### config.mk
export PLATFORM = sky130hd
export DESIGN_NAME = backoff_reconnect_scheduler_top_flat
export DESIGN_NICKNAME = d
export VERILOG_FILES = /design/src/rtl/bkr_pkg.sv /design/src/rtl/bkr_in_if.sv /design/src/rtl/bkr_out_if.sv /design/src/rtl/bkr_delay.sv /design/src/rtl/backoff_reconnect_scheduler_top.sv /design/src/flat_wrapper.sv
export SDC_FILE = /design/constraint.sdc
export NUM_CORES = 2
export LEC_CHECK = 0
export ABC_AREA = 1
export BUFFER_PORTS_ARGS = -buffer_cell sky130_fd_sc_hd__buf_4
export CAP_MARGIN = 20
export CELL_PAD_IN_SITES_DETAIL_PLACEMENT = 1
export CELL_PAD_IN_SITES_GLOBAL_PLACEMENT = 1
export CORE_MARGIN = 3
export CORE_UTILIZATION = 53
export CTS_CLUSTER_DIAMETER = 150
export CTS_CLUSTER_SIZE = 30
export DETAILED_ROUTE_END_ITERATION = 6
export GPL_TIMING_DRIVEN = 0
export PLACE_DENSITY_LB_ADDON = 0.3
export REMOVE_ABC_BUFFERS = 1
export SYNTH_ARGS = -nofsm -noshare
export SYNTH_HDL_FRONTEND = slang
export SYNTH_SLANG_ARGS = --single-unit
### constraint.sdc
create_clock -name clk_i -period 13.4 [get_ports clk_i]
set_input_delay 2.01 -clock clk_i [delete_from_list [all_inputs] [get_ports clk_i]]
set_output_delay 2.01 -clock clk_i [all_outputs]
set_load 0.02 [all_outputs]
### src/rtl/bkr_pkg.sv
package bkr_pkg;

  localparam int ATT_W  = 8;
  localparam int INIT_W = 16;
  localparam int MULT_W = 12;
  localparam int CD_W   = 24;
  localparam int ACC_W  = 32;
  localparam int FRAC_W = 8;
  localparam int PROD_W = ACC_W + MULT_W;
  localparam int DEV_W  = 3;

  localparam int APB_ADDR_W = 5;
  localparam int APB_DATA_W = 32;

  localparam logic [2:0] REG_POLICY    = 3'd0;
  localparam logic [2:0] REG_MAX_ATT   = 3'd1;
  localparam logic [2:0] REG_INIT      = 3'd2;
  localparam logic [2:0] REG_MULT      = 3'd3;
  localparam logic [2:0] REG_MAX_DELAY = 3'd4;

  typedef enum logic [3:0] {
    OP_TICK       = 4'd0,
    OP_SCHEDULE   = 4'd1,
    OP_CANCEL     = 4'd2,
    OP_CANCEL_ALL = 4'd3,
    OP_PAUSE      = 4'd4,
    OP_RESUME     = 4'd5,
    OP_COMPLETE   = 4'd6,
    OP_RETRY      = 4'd7,
    OP_TERMINAL   = 4'd8,
    OP_QUERY      = 4'd9
  } op_e;

  typedef enum logic [1:0] {
    EV_DUE       = 2'd0,
    EV_EXHAUSTED = 2'd1,
    EV_TERMINAL  = 2'd2,
    EV_STATUS    = 2'd3
  } ev_kind_e;

  typedef struct packed {
    logic              start;
    logic [ATT_W-1:0]  steps;
    logic [INIT_W-1:0] init;
    logic [MULT_W-1:0] mult;
    logic [CD_W-1:0]   cap;
  } dly_req_t;

  typedef struct packed {
    logic            done;
    logic [CD_W-1:0] delay;
  } dly_rsp_t;

endpackage

### src/rtl/bkr_in_if.sv
interface bkr_in_if;
  logic       valid;
  logic       ready;
  logic [3:0] opcode;
  logic [2:0] device;

  modport source (output valid, opcode, device, input ready);
  modport sink (input valid, opcode, device, output ready);
endinterface

### src/rtl/bkr_out_if.sv
interface bkr_out_if;
  logic       valid;
  logic       ready;
  logic [1:0] event_kind;
  logic [2:0] event_device;
  logic [7:0] attempt_count;
  logic       is_scheduled;
  logic       is_in_progress;
  logic       last_event;

  modport source (output valid, event_kind, event_device, attempt_count, is_scheduled,
                  is_in_progress, last_event, input ready);
  modport sink (input valid, event_kind, event_device, attempt_count, is_scheduled,
                is_in_progress, last_event, output ready);
endinterface

### src/rtl/bkr_delay.sv
module bkr_delay
  import bkr_pkg::*;
(
  input  logic     clk_i,
  input  logic     rst_ni,
  input  dly_req_t req_i,
  output dly_rsp_t rsp_o
);

  logic              busy_q;
  logic              done_q;
  logic [ATT_W-1:0]  cnt_q;
  logic [ACC_W-1:0]  acc_q;
  logic [MULT_W-1:0] mult_q;
  logic [CD_W-1:0]   cap_q;
  logic [CD_W-1:0]   delay_q;

  logic [PROD_W-1:0]       prod;
  logic [PROD_W-FRAC_W-1:0] shifted;
  logic [ACC_W-1:0]        acc_next;

  // one Q4.8 multiply per cycle, saturating at 32 bits
  always_comb begin
    prod     = PROD_W'(acc_q) * PROD_W'(mult_q);
    shifted  = prod[PROD_W-1:FRAC_W];
    acc_next = (|shifted[PROD_W-FRAC_W-1:ACC_W]) ? '1 : shifted[ACC_W-1:0];
  end

  always_ff @(posedge clk_i or negedge rst_ni) begin
    if (!rst_ni) begin
      busy_q <= 1'b0;
      done_q <= 1'b0;
    end else begin
      done_q <= 1'b0;
      if (req_i.start) begin
        busy_q <= 1'b1;
      end else if (busy_q && cnt_q == '0) begin
        busy_q <= 1'b0;
        done_q <= 1'b1;
      end
    end
  end

  always_ff @(posedge clk_i) begin
    if (req_i.start) begin
      acc_q  <= ACC_W'(req_i.init);
      cnt_q  <= req_i.steps;
      mult_q <= req_i.mult;
      cap_q  <= req_i.cap;
    end else if (busy_q) begin
      if (cnt_q == '0) begin
        delay_q <= (acc_q > ACC_W'(cap_q)) ? cap_q : acc_q[CD_W-1:0];
      end else begin
        acc_q <= acc_next;
        cnt_q <= cnt_q - 1'b1;
      end
    end
  end

  assign rsp_o.done  = done_q;
  assign rsp_o.delay = delay_q;

endmodule

### src/rtl/backoff_reconnect_scheduler_top.sv
// Channel   Dir  Handshake      Payload
// in_i      in   valid/ready    opcode, device
// out_o     out  valid/ready    event_kind, event_device, attempt_count, status, last_event
// apb       in   psel/penable   paddr, pwdata -> prdata (pready tied high)
//
// One item at a time; ready only while the sequencer is idle.
// Tick: walks every slot, then scans the marked slots up to the last due one.
// Schedule/retry: runs the shared multiplier once per prior attempt.
// An output register lets the next item in while a result waits.
// Async active-low reset; no clearing pass, countdowns are written before use.
module backoff_reconnect_scheduler_top
  import bkr_pkg::*;
#(
  parameter int DEVICE_SLOTS = 8
) (
  input  logic                  clk_i,
  input  logic                  rst_ni,
  bkr_in_if.sink                in_i,
  bkr_out_if.source             out_o,
  input  logic                  psel,
  input  logic                  penable,
  input  logic                  pwrite,
  input  logic [APB_ADDR_W-1:0] paddr,
  input  logic [APB_DATA_W-1:0] pwdata,
  output logic [APB_DATA_W-1:0] prdata,
  output logic                  pready
);

  localparam int SLOT_W = (DEVICE_SLOTS > 1) ? $clog2(DEVICE_SLOTS) : 1;
  localparam logic [SLOT_W-1:0] LAST_SLOT = SLOT_W'(DEVICE_SLOTS - 1);

  typedef enum logic [2:0] {
    S_IDLE, S_EXEC, S_DSTART, S_DELAY, S_EMIT, S_WALK, S_DRAIN
  } state_e;

  state_e state_q;
  op_e    op_q;
  logic [DEV_W-1:0] dev_q;
  logic             paused_q;

  logic              policy_q;
  logic [ATT_W-1:0]  max_att_q;
  logic [INIT_W-1:0] init_q;
  logic [MULT_W-1:0] mult_q;
  logic [CD_W-1:0]   max_delay_q;

  logic [DEVICE_SLOTS-1:0] present_q;
  logic [DEVICE_SLOTS-1:0] armed_q;
  logic [DEVICE_SLOTS-1:0] inflight_q;
  logic [DEVICE_SLOTS-1:0] mask_q;
  logic [ATT_W-1:0]        attempt_q [DEVICE_SLOTS];
  logic [CD_W-1:0]         cd_q [DEVICE_SLOTS];
  logic [SLOT_W-1:0]       idx_q;

  ev_kind_e         pend_kind_q;
  logic [ATT_W-1:0] pend_att_q;
  logic             pend_sch_q;
  logic             pend_prog_q;

  logic             out_valid_q;
  ev_kind_e         out_kind_q;
  logic [DEV_W-1:0] out_dev_q;
  logic [ATT_W-1:0] out_att_q;
  logic             out_sch_q;
  logic             out_prog_q;
  logic             out_last_q;

  logic              cfg_wr;
  logic [2:0]        reg_idx;
  logic [SLOT_W-1:0] sidx;
  logic              dev_ok;
  logic [ATT_W-1:0]  att_eff;
  logic              inflight_eff;
  logic              out_free;
  logic [DEVICE_SLOTS-1:0] idx_bit;

  logic              cd_we;
  logic [SLOT_W-1:0] cd_widx;
  logic [CD_W-1:0]   cd_wdata;

  dly_req_t dly_req;
  dly_rsp_t dly_rsp;

  assign cfg_wr   = psel && penable && pwrite && pready;
  assign reg_idx  = paddr[4:2];
  assign pready   = 1'b1;
  assign sidx     = SLOT_W'(dev_q);
  assign dev_ok   = 32'(dev_q) < DEVICE_SLOTS;
  assign out_free = !out_valid_q || out_o.ready;
  assign idx_bit  = DEVICE_SLOTS'(1) << idx_q;

  assign att_eff = (op_q == OP_RETRY && attempt_q[sidx] != '0) ?
                   attempt_q[sidx] - 1'b1 : attempt_q[sidx];
  assign inflight_eff = (op_q == OP_RETRY) ? 1'b0 : inflight_q[sidx];

  always_comb begin
    case (reg_idx)
      REG_POLICY:    prdata = APB_DATA_W'(policy_q);
      REG_MAX_ATT:   prdata = APB_DATA_W'(max_att_q);
      REG_INIT:      prdata = APB_DATA_W'(init_q);
      REG_MULT:      prdata = APB_DATA_W'(mult_q);
      REG_MAX_DELAY: prdata = APB_DATA_W'(max_delay_q);
      default:       prdata = '0;
    endcase
  end

  always_comb begin
    dly_req.start = (state_q == S_DSTART);
    dly_req.steps = attempt_q[sidx] - 1'b1;
    dly_req.init  = init_q;
    dly_req.mult  = mult_q;
    dly_req.cap   = max_delay_q;
  end

  bkr_delay u_delay (
    .clk_i  (clk_i),
    .rst_ni (rst_ni),
    .req_i  (dly_req),
    .rsp_o  (dly_rsp)
  );

  // single write port into the countdown store
  always_comb begin
    cd_we    = 1'b0;
    cd_widx  = idx_q;
    cd_wdata = '0;
    if (state_q == S_WALK && armed_q[idx_q]) begin
      cd_we    = 1'b1;
      cd_wdata = (cd_q[idx_q] <= CD_W'(1)) ? '0 : cd_q[idx_q] - 1'b1;
    end else if (state_q == S_DELAY && dly_rsp.done) begin
      cd_we    = 1'b1;
      cd_widx  = sidx;
      cd_wdata = dly_rsp.delay;
    end
  end

  always_ff @(posedge clk_i) begin
    if (cd_we) begin
      cd_q[cd_widx] <= cd_wdata;
    end
  end

  always_ff @(posedge clk_i or negedge rst_ni) begin
    if (!rst_ni) begin
      state_q     <= S_IDLE;
      op_q        <= OP_TICK;
      dev_q       <= '0;
      paused_q    <= 1'b0;
      policy_q    <= 1'b1;
      max_att_q   <= ATT_W'(5);
      init_q      <= INIT_W'(1000);
      mult_q      <= MULT_W'(512);
      max_delay_q <= CD_W'(30000);
      present_q   <= '0;
      armed_q     <= '0;
      inflight_q  <= '0;
      mask_q      <= '0;
      attempt_q   <= '{default: '0};
      idx_q       <= '0;
      pend_kind_q <= EV_DUE;
      pend_att_q  <= '0;
      pend_sch_q  <= 1'b0;
      pend_prog_q <= 1'b0;
      out_valid_q <= 1'b0;
      out_kind_q  <= EV_DUE;
      out_dev_q   <= '0;
      out_att_q   <= '0;
      out_sch_q   <= 1'b0;
      out_prog_q  <= 1'b0;
      out_last_q  <= 1'b0;
    end else begin
      if (cfg_wr) begin
        case (reg_idx)
          REG_POLICY:    policy_q    <= pwdata[0];
          REG_MAX_ATT:   max_att_q   <= pwdata[ATT_W-1:0];
          REG_INIT:      init_q      <= pwdata[INIT_W-1:0];
          REG_MULT:      mult_q      <= pwdata[MULT_W-1:0];
          REG_MAX_DELAY: max_delay_q <= pwdata[CD_W-1:0];
          default: ;
        endcase
      end

      if (out_valid_q && out_o.ready) begin
        out_valid_q <= 1'b0;
      end

      case (state_q)
        S_IDLE: begin
          if (in_i.valid) begin
            op_q    <= op_e'(in_i.opcode);
            dev_q   <= in_i.device;
            state_q <= S_EXEC;
          end
        end

        S_EXEC: begin
          state_q <= S_IDLE;
          case (op_q)
            OP_TICK: begin
              idx_q   <= '0;
              mask_q  <= '0;
              state_q <= S_WALK;
            end
            OP_SCHEDULE, OP_RETRY: begin
              if (dev_ok && (op_q == OP_SCHEDULE || present_q[sidx])) begin
                if (op_q == OP_RETRY) begin
                  inflight_q[sidx] <= 1'b0;
                  attempt_q[sidx]  <= att_eff;
                end
                if (policy_q && !paused_q) begin
                  present_q[sidx] <= 1'b1;
                  if (!armed_q[sidx] && !inflight_eff) begin
                    if (att_eff >= max_att_q) begin
                      present_q[sidx]  <= 1'b0;
                      attempt_q[sidx]  <= '0;
                      armed_q[sidx]    <= 1'b0;
                      inflight_q[sidx] <= 1'b0;
                      pend_kind_q      <= EV_EXHAUSTED;
                      pend_att_q       <= att_eff;
                      pend_sch_q       <= 1'b0;
                      pend_prog_q      <= 1'b0;
                      state_q          <= S_EMIT;
                    end else begin
                      attempt_q[sidx] <= att_eff + 1'b1;
                      state_q         <= S_DSTART;
                    end
                  end
                end
              end
            end
            OP_CANCEL: begin
              if (dev_ok) begin
                present_q[sidx]  <= 1'b0;
                attempt_q[sidx]  <= '0;
                armed_q[sidx]    <= 1'b0;
                inflight_q[sidx] <= 1'b0;
              end
            end
            OP_CANCEL_ALL, OP_PAUSE: begin
              present_q  <= '0;
              attempt_q  <= '{default: '0};
              armed_q    <= '0;
              inflight_q <= '0;
              if (op_q == OP_PAUSE) begin
                paused_q <= 1'b1;
              end
            end
            OP_RESUME: begin
              paused_q <= 1'b0;
            end
            OP_COMPLETE: begin
              if (dev_ok && present_q[sidx]) begin
                inflight_q[sidx] <= 1'b0;
              end
            end
            OP_TERMINAL: begin
              if (dev_ok) begin
                pend_kind_q      <= EV_TERMINAL;
                pend_att_q       <= present_q[sidx] ? attempt_q[sidx] : '0;
                pend_sch_q       <= 1'b0;
                pend_prog_q      <= 1'b0;
                present_q[sidx]  <= 1'b0;
                attempt_q[sidx]  <= '0;
                armed_q[sidx]    <= 1'b0;
                inflight_q[sidx] <= 1'b0;
                state_q          <= S_EMIT;
              end
            end
            OP_QUERY: begin
              if (dev_ok) begin
                pend_kind_q <= EV_STATUS;
                pend_att_q  <= present_q[sidx] ? attempt_q[sidx] : '0;
                pend_sch_q  <= present_q[sidx] && armed_q[sidx];
                pend_prog_q <= present_q[sidx] && inflight_q[sidx];
                state_q     <= S_EMIT;
              end
            end
            default: ;
          endcase
        end

        S_DSTART: begin
          state_q <= S_DELAY;
        end

        S_DELAY: begin
          if (dly_rsp.done) begin
            armed_q[sidx] <= 1'b1;
            state_q       <= S_IDLE;
          end
        end

        S_EMIT: begin
          if (out_free) begin
            out_valid_q <= 1'b1;
            out_kind_q  <= pend_kind_q;
            out_dev_q   <= dev_q;
            out_att_q   <= pend_att_q;
            out_sch_q   <= pend_sch_q;
            out_prog_q  <= pend_prog_q;
            out_last_q  <= 1'b1;
            state_q     <= S_IDLE;
          end
        end

        S_WALK: begin
          if (armed_q[idx_q] && cd_q[idx_q] <= CD_W'(1)) begin
            armed_q[idx_q]    <= 1'b0;
            inflight_q[idx_q] <= 1'b1;
            mask_q[idx_q]     <= 1'b1;
          end
          if (idx_q == LAST_SLOT) begin
            idx_q   <= '0;
            state_q <= S_DRAIN;
          end else begin
            idx_q <= idx_q + 1'b1;
          end
        end

        S_DRAIN: begin
          if (mask_q == '0) begin
            state_q <= S_IDLE;
          end else if (!mask_q[idx_q]) begin
            idx_q <= idx_q + 1'b1;
          end else if (out_free) begin
            out_valid_q   <= 1'b1;
            out_kind_q    <= EV_DUE;
            out_dev_q     <= DEV_W'(idx_q);
            out_att_q     <= attempt_q[idx_q];
            out_sch_q     <= 1'b0;
            out_prog_q    <= 1'b0;
            out_last_q    <= (mask_q & ~idx_bit) == '0;
            mask_q[idx_q] <= 1'b0;
            idx_q         <= idx_q + 1'b1;
          end
        end

        default: state_q <= S_IDLE;
      endcase
    end
  end

  assign in_i.ready           = (state_q == S_IDLE);
  assign out_o.valid          = out_valid_q;
  assign out_o.event_kind     = out_kind_q;
  assign out_o.event_device   = out_dev_q;
  assign out_o.attempt_count  = out_att_q;
  assign out_o.is_scheduled   = out_sch_q;
  assign out_o.is_in_progress = out_prog_q;
  assign out_o.last_event     = out_last_q;

`ifndef SYNTH
  a_armed_xor_inflight: assert property (@(posedge clk_i) disable iff (!rst_ni)
    (armed_q & inflight_q) == '0)
    else $error("slot both armed and in flight");

  a_absent_slot_idle: assert property (@(posedge clk_i) disable iff (!rst_ni)
    ((armed_q | inflight_q) & ~present_q) == '0)
    else $error("absent slot carries flags");

  a_paused_empty: assert property (@(posedge clk_i) disable iff (!rst_ni)
    paused_q |-> present_q == '0)
    else $error("slot present while paused");

  a_delay_capped: assert property (@(posedge clk_i) disable iff (!rst_ni)
    dly_rsp.done |-> dly_rsp.delay <= max_delay_q)
    else $error("delay above cap");

  a_due_in_flight: assert property (@(posedge clk_i) disable iff (!rst_ni)
    state_q == S_DRAIN |-> (mask_q & ~inflight_q) == '0)
    else $error("due slot not in flight");
`endif

endmodule
### src/flat_wrapper.sv
// flat-port wrapper written by rule: the top's interface ports become plain ports
module backoff_reconnect_scheduler_top_flat import bkr_pkg::*;
#(
  parameter int DEVICE_SLOTS = 8
)
  (clk_i, rst_ni, psel, penable, pwrite, paddr, pwdata, prdata, pready, in_i_valid, in_i_opcode, in_i_device, in_i_ready, out_o_valid, out_o_event_kind, out_o_event_device, out_o_attempt_count, out_o_is_scheduled, out_o_is_in_progress, out_o_last_event, out_o_ready);
  bkr_in_if in_i_i ();
  bkr_out_if out_o_i ();
  input  logic clk_i;
  input  logic rst_ni;
  input  logic psel;
  input  logic penable;
  input  logic pwrite;
  input  logic [APB_ADDR_W-1:0] paddr;
  input  logic [APB_DATA_W-1:0] pwdata;
  output logic [APB_DATA_W-1:0] prdata;
  output logic pready;
  input wire logic [$bits(in_i_i.valid)-1:0] in_i_valid;
  input wire logic [$bits(in_i_i.opcode)-1:0] in_i_opcode;
  input wire logic [$bits(in_i_i.device)-1:0] in_i_device;
  output wire logic [$bits(in_i_i.ready)-1:0] in_i_ready;
  output wire logic [$bits(out_o_i.valid)-1:0] out_o_valid;
  output wire logic [$bits(out_o_i.event_kind)-1:0] out_o_event_kind;
  output wire logic [$bits(out_o_i.event_device)-1:0] out_o_event_device;
  output wire logic [$bits(out_o_i.attempt_count)-1:0] out_o_attempt_count;
  output wire logic [$bits(out_o_i.is_scheduled)-1:0] out_o_is_scheduled;
  output wire logic [$bits(out_o_i.is_in_progress)-1:0] out_o_is_in_progress;
  output wire logic [$bits(out_o_i.last_event)-1:0] out_o_last_event;
  input wire logic [$bits(out_o_i.ready)-1:0] out_o_ready;
  assign in_i_i.valid = in_i_valid;
  assign in_i_i.opcode = in_i_opcode;
  assign in_i_i.device = in_i_device;
  assign in_i_ready = in_i_i.ready;
  assign out_o_valid = out_o_i.valid;
  assign out_o_event_kind = out_o_i.event_kind;
  assign out_o_event_device = out_o_i.event_device;
  assign out_o_attempt_count = out_o_i.attempt_count;
  assign out_o_is_scheduled = out_o_i.is_scheduled;
  assign out_o_is_in_progress = out_o_i.is_in_progress;
  assign out_o_last_event = out_o_i.last_event;
  assign out_o_i.ready = out_o_ready;
  backoff_reconnect_scheduler_top #(.DEVICE_SLOTS(DEVICE_SLOTS)) u_core (.clk_i(clk_i), .rst_ni(rst_ni), .in_i(in_i_i), .out_o(out_o_i), .psel(psel), .penable(penable), .pwrite(pwrite), .paddr(paddr), .pwdata(pwdata), .prdata(prdata), .pready(pready));
endmodule
==> results_dict.tcl <==
set metrics [dict create \
    skew_ns 0.0558 \
    startpoint_type "flip-flop" \
    final_util_pct 57.4 \
    leakage_nw 19.5 \
    insertedDiodeCount 0 \
    cp_common_cell "fa_1" \
    cts_resized 0 \
    port_buffers 82 \
    drc_errors 1 \
    viasPerCell 6.20 \
    synthArstFlopShare_pct 40.9 \
    setup_violations 0 \
    clkTransAtPathRegs_ns 0.13 \
    netlist.area_leader.share_pct 21.4 \
    pin_count 102 \
    path_cells "buf_16, nand2_1, fa_1, inv_1, fa_1, fa_1, fa_1, inv_1, fa_1, inv_1, ha_1, a21oi_1, o21a_1, o21ai_0, o21bai_1, a21oi_1, o21ai_0, xor2_1, nor2_1, nand2_1, o22ai_1, inv_1" \
    finalHoldViolCount 0 \
    worst-path-buf-inv 5 \
    required_ns 13.75 \
    ys_warn_count 0 \
    cts_made_buffers 21 \
    die_x_um 276 \
    min_period_ns 7.64 \
    rows 98 \
    final.setup.tns_ns 0 \
    clockRootBuffer "clkbuf_16" \
    grt_pass1_wl_mm 217 \
    fp.coreArea_sq_mm 0.0720 \
    synth_commonest_cells "1302 x nand2_1, 830 x inv_1, 315 x nor2_1" \
    cp-end-kind "flip-flop" \
    fillers 8706 \
    start_util_pct 53.9 \
    worstPathArrival_ns 8.00 \
    synth_flop_cell "edfxtp_1" \
    clockBufferDepth 3 \
    routedWlPerCell_um 24.8 \
    violations "design-rule violations" \
    grt_overflow 0 \
    gp_congestion 0.922 \
    min_to "u_core.u_delay.cap_q[16]" \
    synthMostInstantiatedCell "nand2_1" \
    worst_skew_pair.late_latency_ns 0.62 \
    cts_sinks 494 \
    grt_use_total_pct 36.4 \
    critPathKind "flip-flop to flip-flop" \
    seq_area_frac_synth_pct 35.3 \
    postCtsSetupBuffers 0 \
    tightest_slew_ns 1.20 \
    drive_above_1_share_pct 5.57 \
    die_h_um 276 \
    grt_max_degree 110 \
    min-delay-path-class "flip-flop to flip-flop" \
    netlist_instances 4772 \
    ir_worst_vdd_v 0.000248 \
    rsz0062_at_grt "false" \
    wl_mm 141 \
    whs_path_depth 0 \
    die_area_sq_mm 0.0764 \
    slowest_stage "edfxtp_1" \
    yosysTopAreaCell "edfxtp_1" \
    cts_tree "yes" \
    reg2reg_slack_ns 5.76 \
    hpwlAfterDp_mm 103 \
    ant_nets 0 \
    slew_viol_final 0 \
    crit_family "adder cells" \
    synth-edff-count 276 \
    relSlewSlack_pct 19.9 \
    cp-startpoint "u_core.u_delay.mult_q[7]" \
    postCtsHoldBufs 0 \
    ff2ff_path_depth 22 \
    ys_ff_latch 494 \
    fmax_ghz 0.131 \
    yosysUniqueCellTypes 72 \
    drtIter0Drc 3307 \
    synth_area_sq_mm 0.0388 \
    syn_avg_cell_area_sq_um 8.12 \
    powerDensity_mw_per_mm2 188 \
    crit_fanout 19 \
    synth.top_cells.by_area "edfxtp_1 21%, fa_1 15%, nand2_1 13%" \
    drv_cap 0 \
    grt_pass1_vias 37900 \
    vias 35200 \
    r2r_start "u_core.u_delay.mult_q[7]" \
    cp_slowest_stage_delay_ns 0.97 \
    finish.net_count 5181 \
    areaGrowthSynthToFinish_pct 6.58 \
    h-tree-depth 1 \
    status "finished, violations left" \
    period_share_pct 57.0 \
    firstDrtPassIters 7 \
    crit-reg2reg-capture "u_core.u_delay.acc_q[7]" \
    antenna_found_initial 2 \
    hold_path_startpoint "u_core.max_delay_q[16]" \
]
-- cell families (layout without fill, tap and decap cells) --
kind of cell | count (synthesis) | in the layout | synth area share (%)
buffers and inverters | 1072 | 1017 | 10.9
other | 2 | 9 | 0.0194
flip-flops | 494 | 494 | 35.3
AO/OA/AOI/OAI | 860 | 860 | 13.6
AND/OR/NAND/NOR | 1867 | 1867 | 19.6
multiplexers | 2 | 2 | 0.0549
adder cells (fa/ha/maj) | 421 | 421 | 19.4
XOR/XNOR | 54 | 54 | 1.22
-- per-stage QoR --
step | hold WS, ns | setup slack (ns) | instance area (sq um) | power, W | cells
after detailed placement | 0.433 | 5.96 | 40700 | 0.00682 | 5634
after global placement | 0.430 | 3.12 | 39600 | 0.00662 | 5592
after global routing | 0.477 | 5.44 | 41300 | 0.00836 | 5674
final | 0.459 | 5.76 | 41300 | 0.00775 | 5674
after CTS | 0.462 | 5.93 | 41300 | 0.00769 | 5672
after floorplan | 0.425 | 7.39 | 37800 | 0.00525 | 4560
-- flip-flops by register name, indices dropped and copies added, names as in the netlist, 4 cells and up, named ones only --
register	flops
u_core.op_q	4
u_core.init_q	16
u_core.u_delay.cnt_q	8
u_core.max_delay_q	24
u_core.max_att_q	8
u_core.attempt_q	64
u_core.out_o.attempt_count	8
u_core.u_delay.acc_q	32
u_core.u_delay.mult_q	12
u_core.inflight_q	8
u_core.armed_q	8
u_core.cd_q	192
u_core.pend_att_q	8
u_core.mask_q	8
u_core.mult_q	12
u_core.u_delay.cap_q	24
u_core.u_delay.delay_q	24
-- routing by layer --
metal	up-vias	GRT usage [%]	share of wire, %
li1	15100	-	-
met1	17700	44.4	37
met2	1827	61.0	48
met3	554	6.50	8.8
met4	0	20.6	6.2
met5	-	0	0
-- where the power goes --
group	total (W)	switching, W	internal, W
logic	0.00514	0.00335	0.00179
registers	0.00177	0.0000929	0.00167
clock network	0.000847	0.000536	0.000311
total	0.00775	0.00398	0.00378
-- how the worst max path moves through the flow --
| stage | depth (start not counted) | endpoint | slack [ns] |
|---|---|---|---|
| CTS | 21 | u_core.u_delay.acc_q[13] | 5.93 |
| floorplan | 13 | u_core.attempt_q[6] | 7.39 |
| detailed placement | 21 | u_core.u_delay.acc_q[13] | 5.96 |
| global placement | 15 | flip-flop | 3.12 |
| global route | 21 | u_core.u_delay.acc_q[13] | 5.44 |
| finish | 22 | u_core.u_delay.acc_q[7] | 5.76 |
-- cell usage in the layout (no fill, tap or decap), types with 113 or more instances in the layout --
cell / synthesis / routed
nor2_1: 315 / 302
a21oi_1: 215 / 215
inv_1: 830 / 828
o21ai_0: 262 / 262
nand2_1: 1302 / 1300
dfrtp_1: 185 / 184
nand3_1: 113 / 113
edfxtp_1: 276 / 276
fa_1: 299 / 299
ha_1: 122 / 122
-- final cells by class --
type / count / area (sq um) / area share (%)
Multi-Input combinational cell: 3213 / 21000 / 50.9
Inverter: 853 / 3210 / 7.76
Tap cell: 950 / 1190 / 2.88
Clock buffer: 35 / 578 / 1.40
Clock inverter: 3 / 58.8 / 0.142
Sequential cell: 494 / 13700 / 33.1
Timing Repair Buffer: 126 / 1580 / 3.83
No activity file was read; power rests on OpenSTA's default activity.
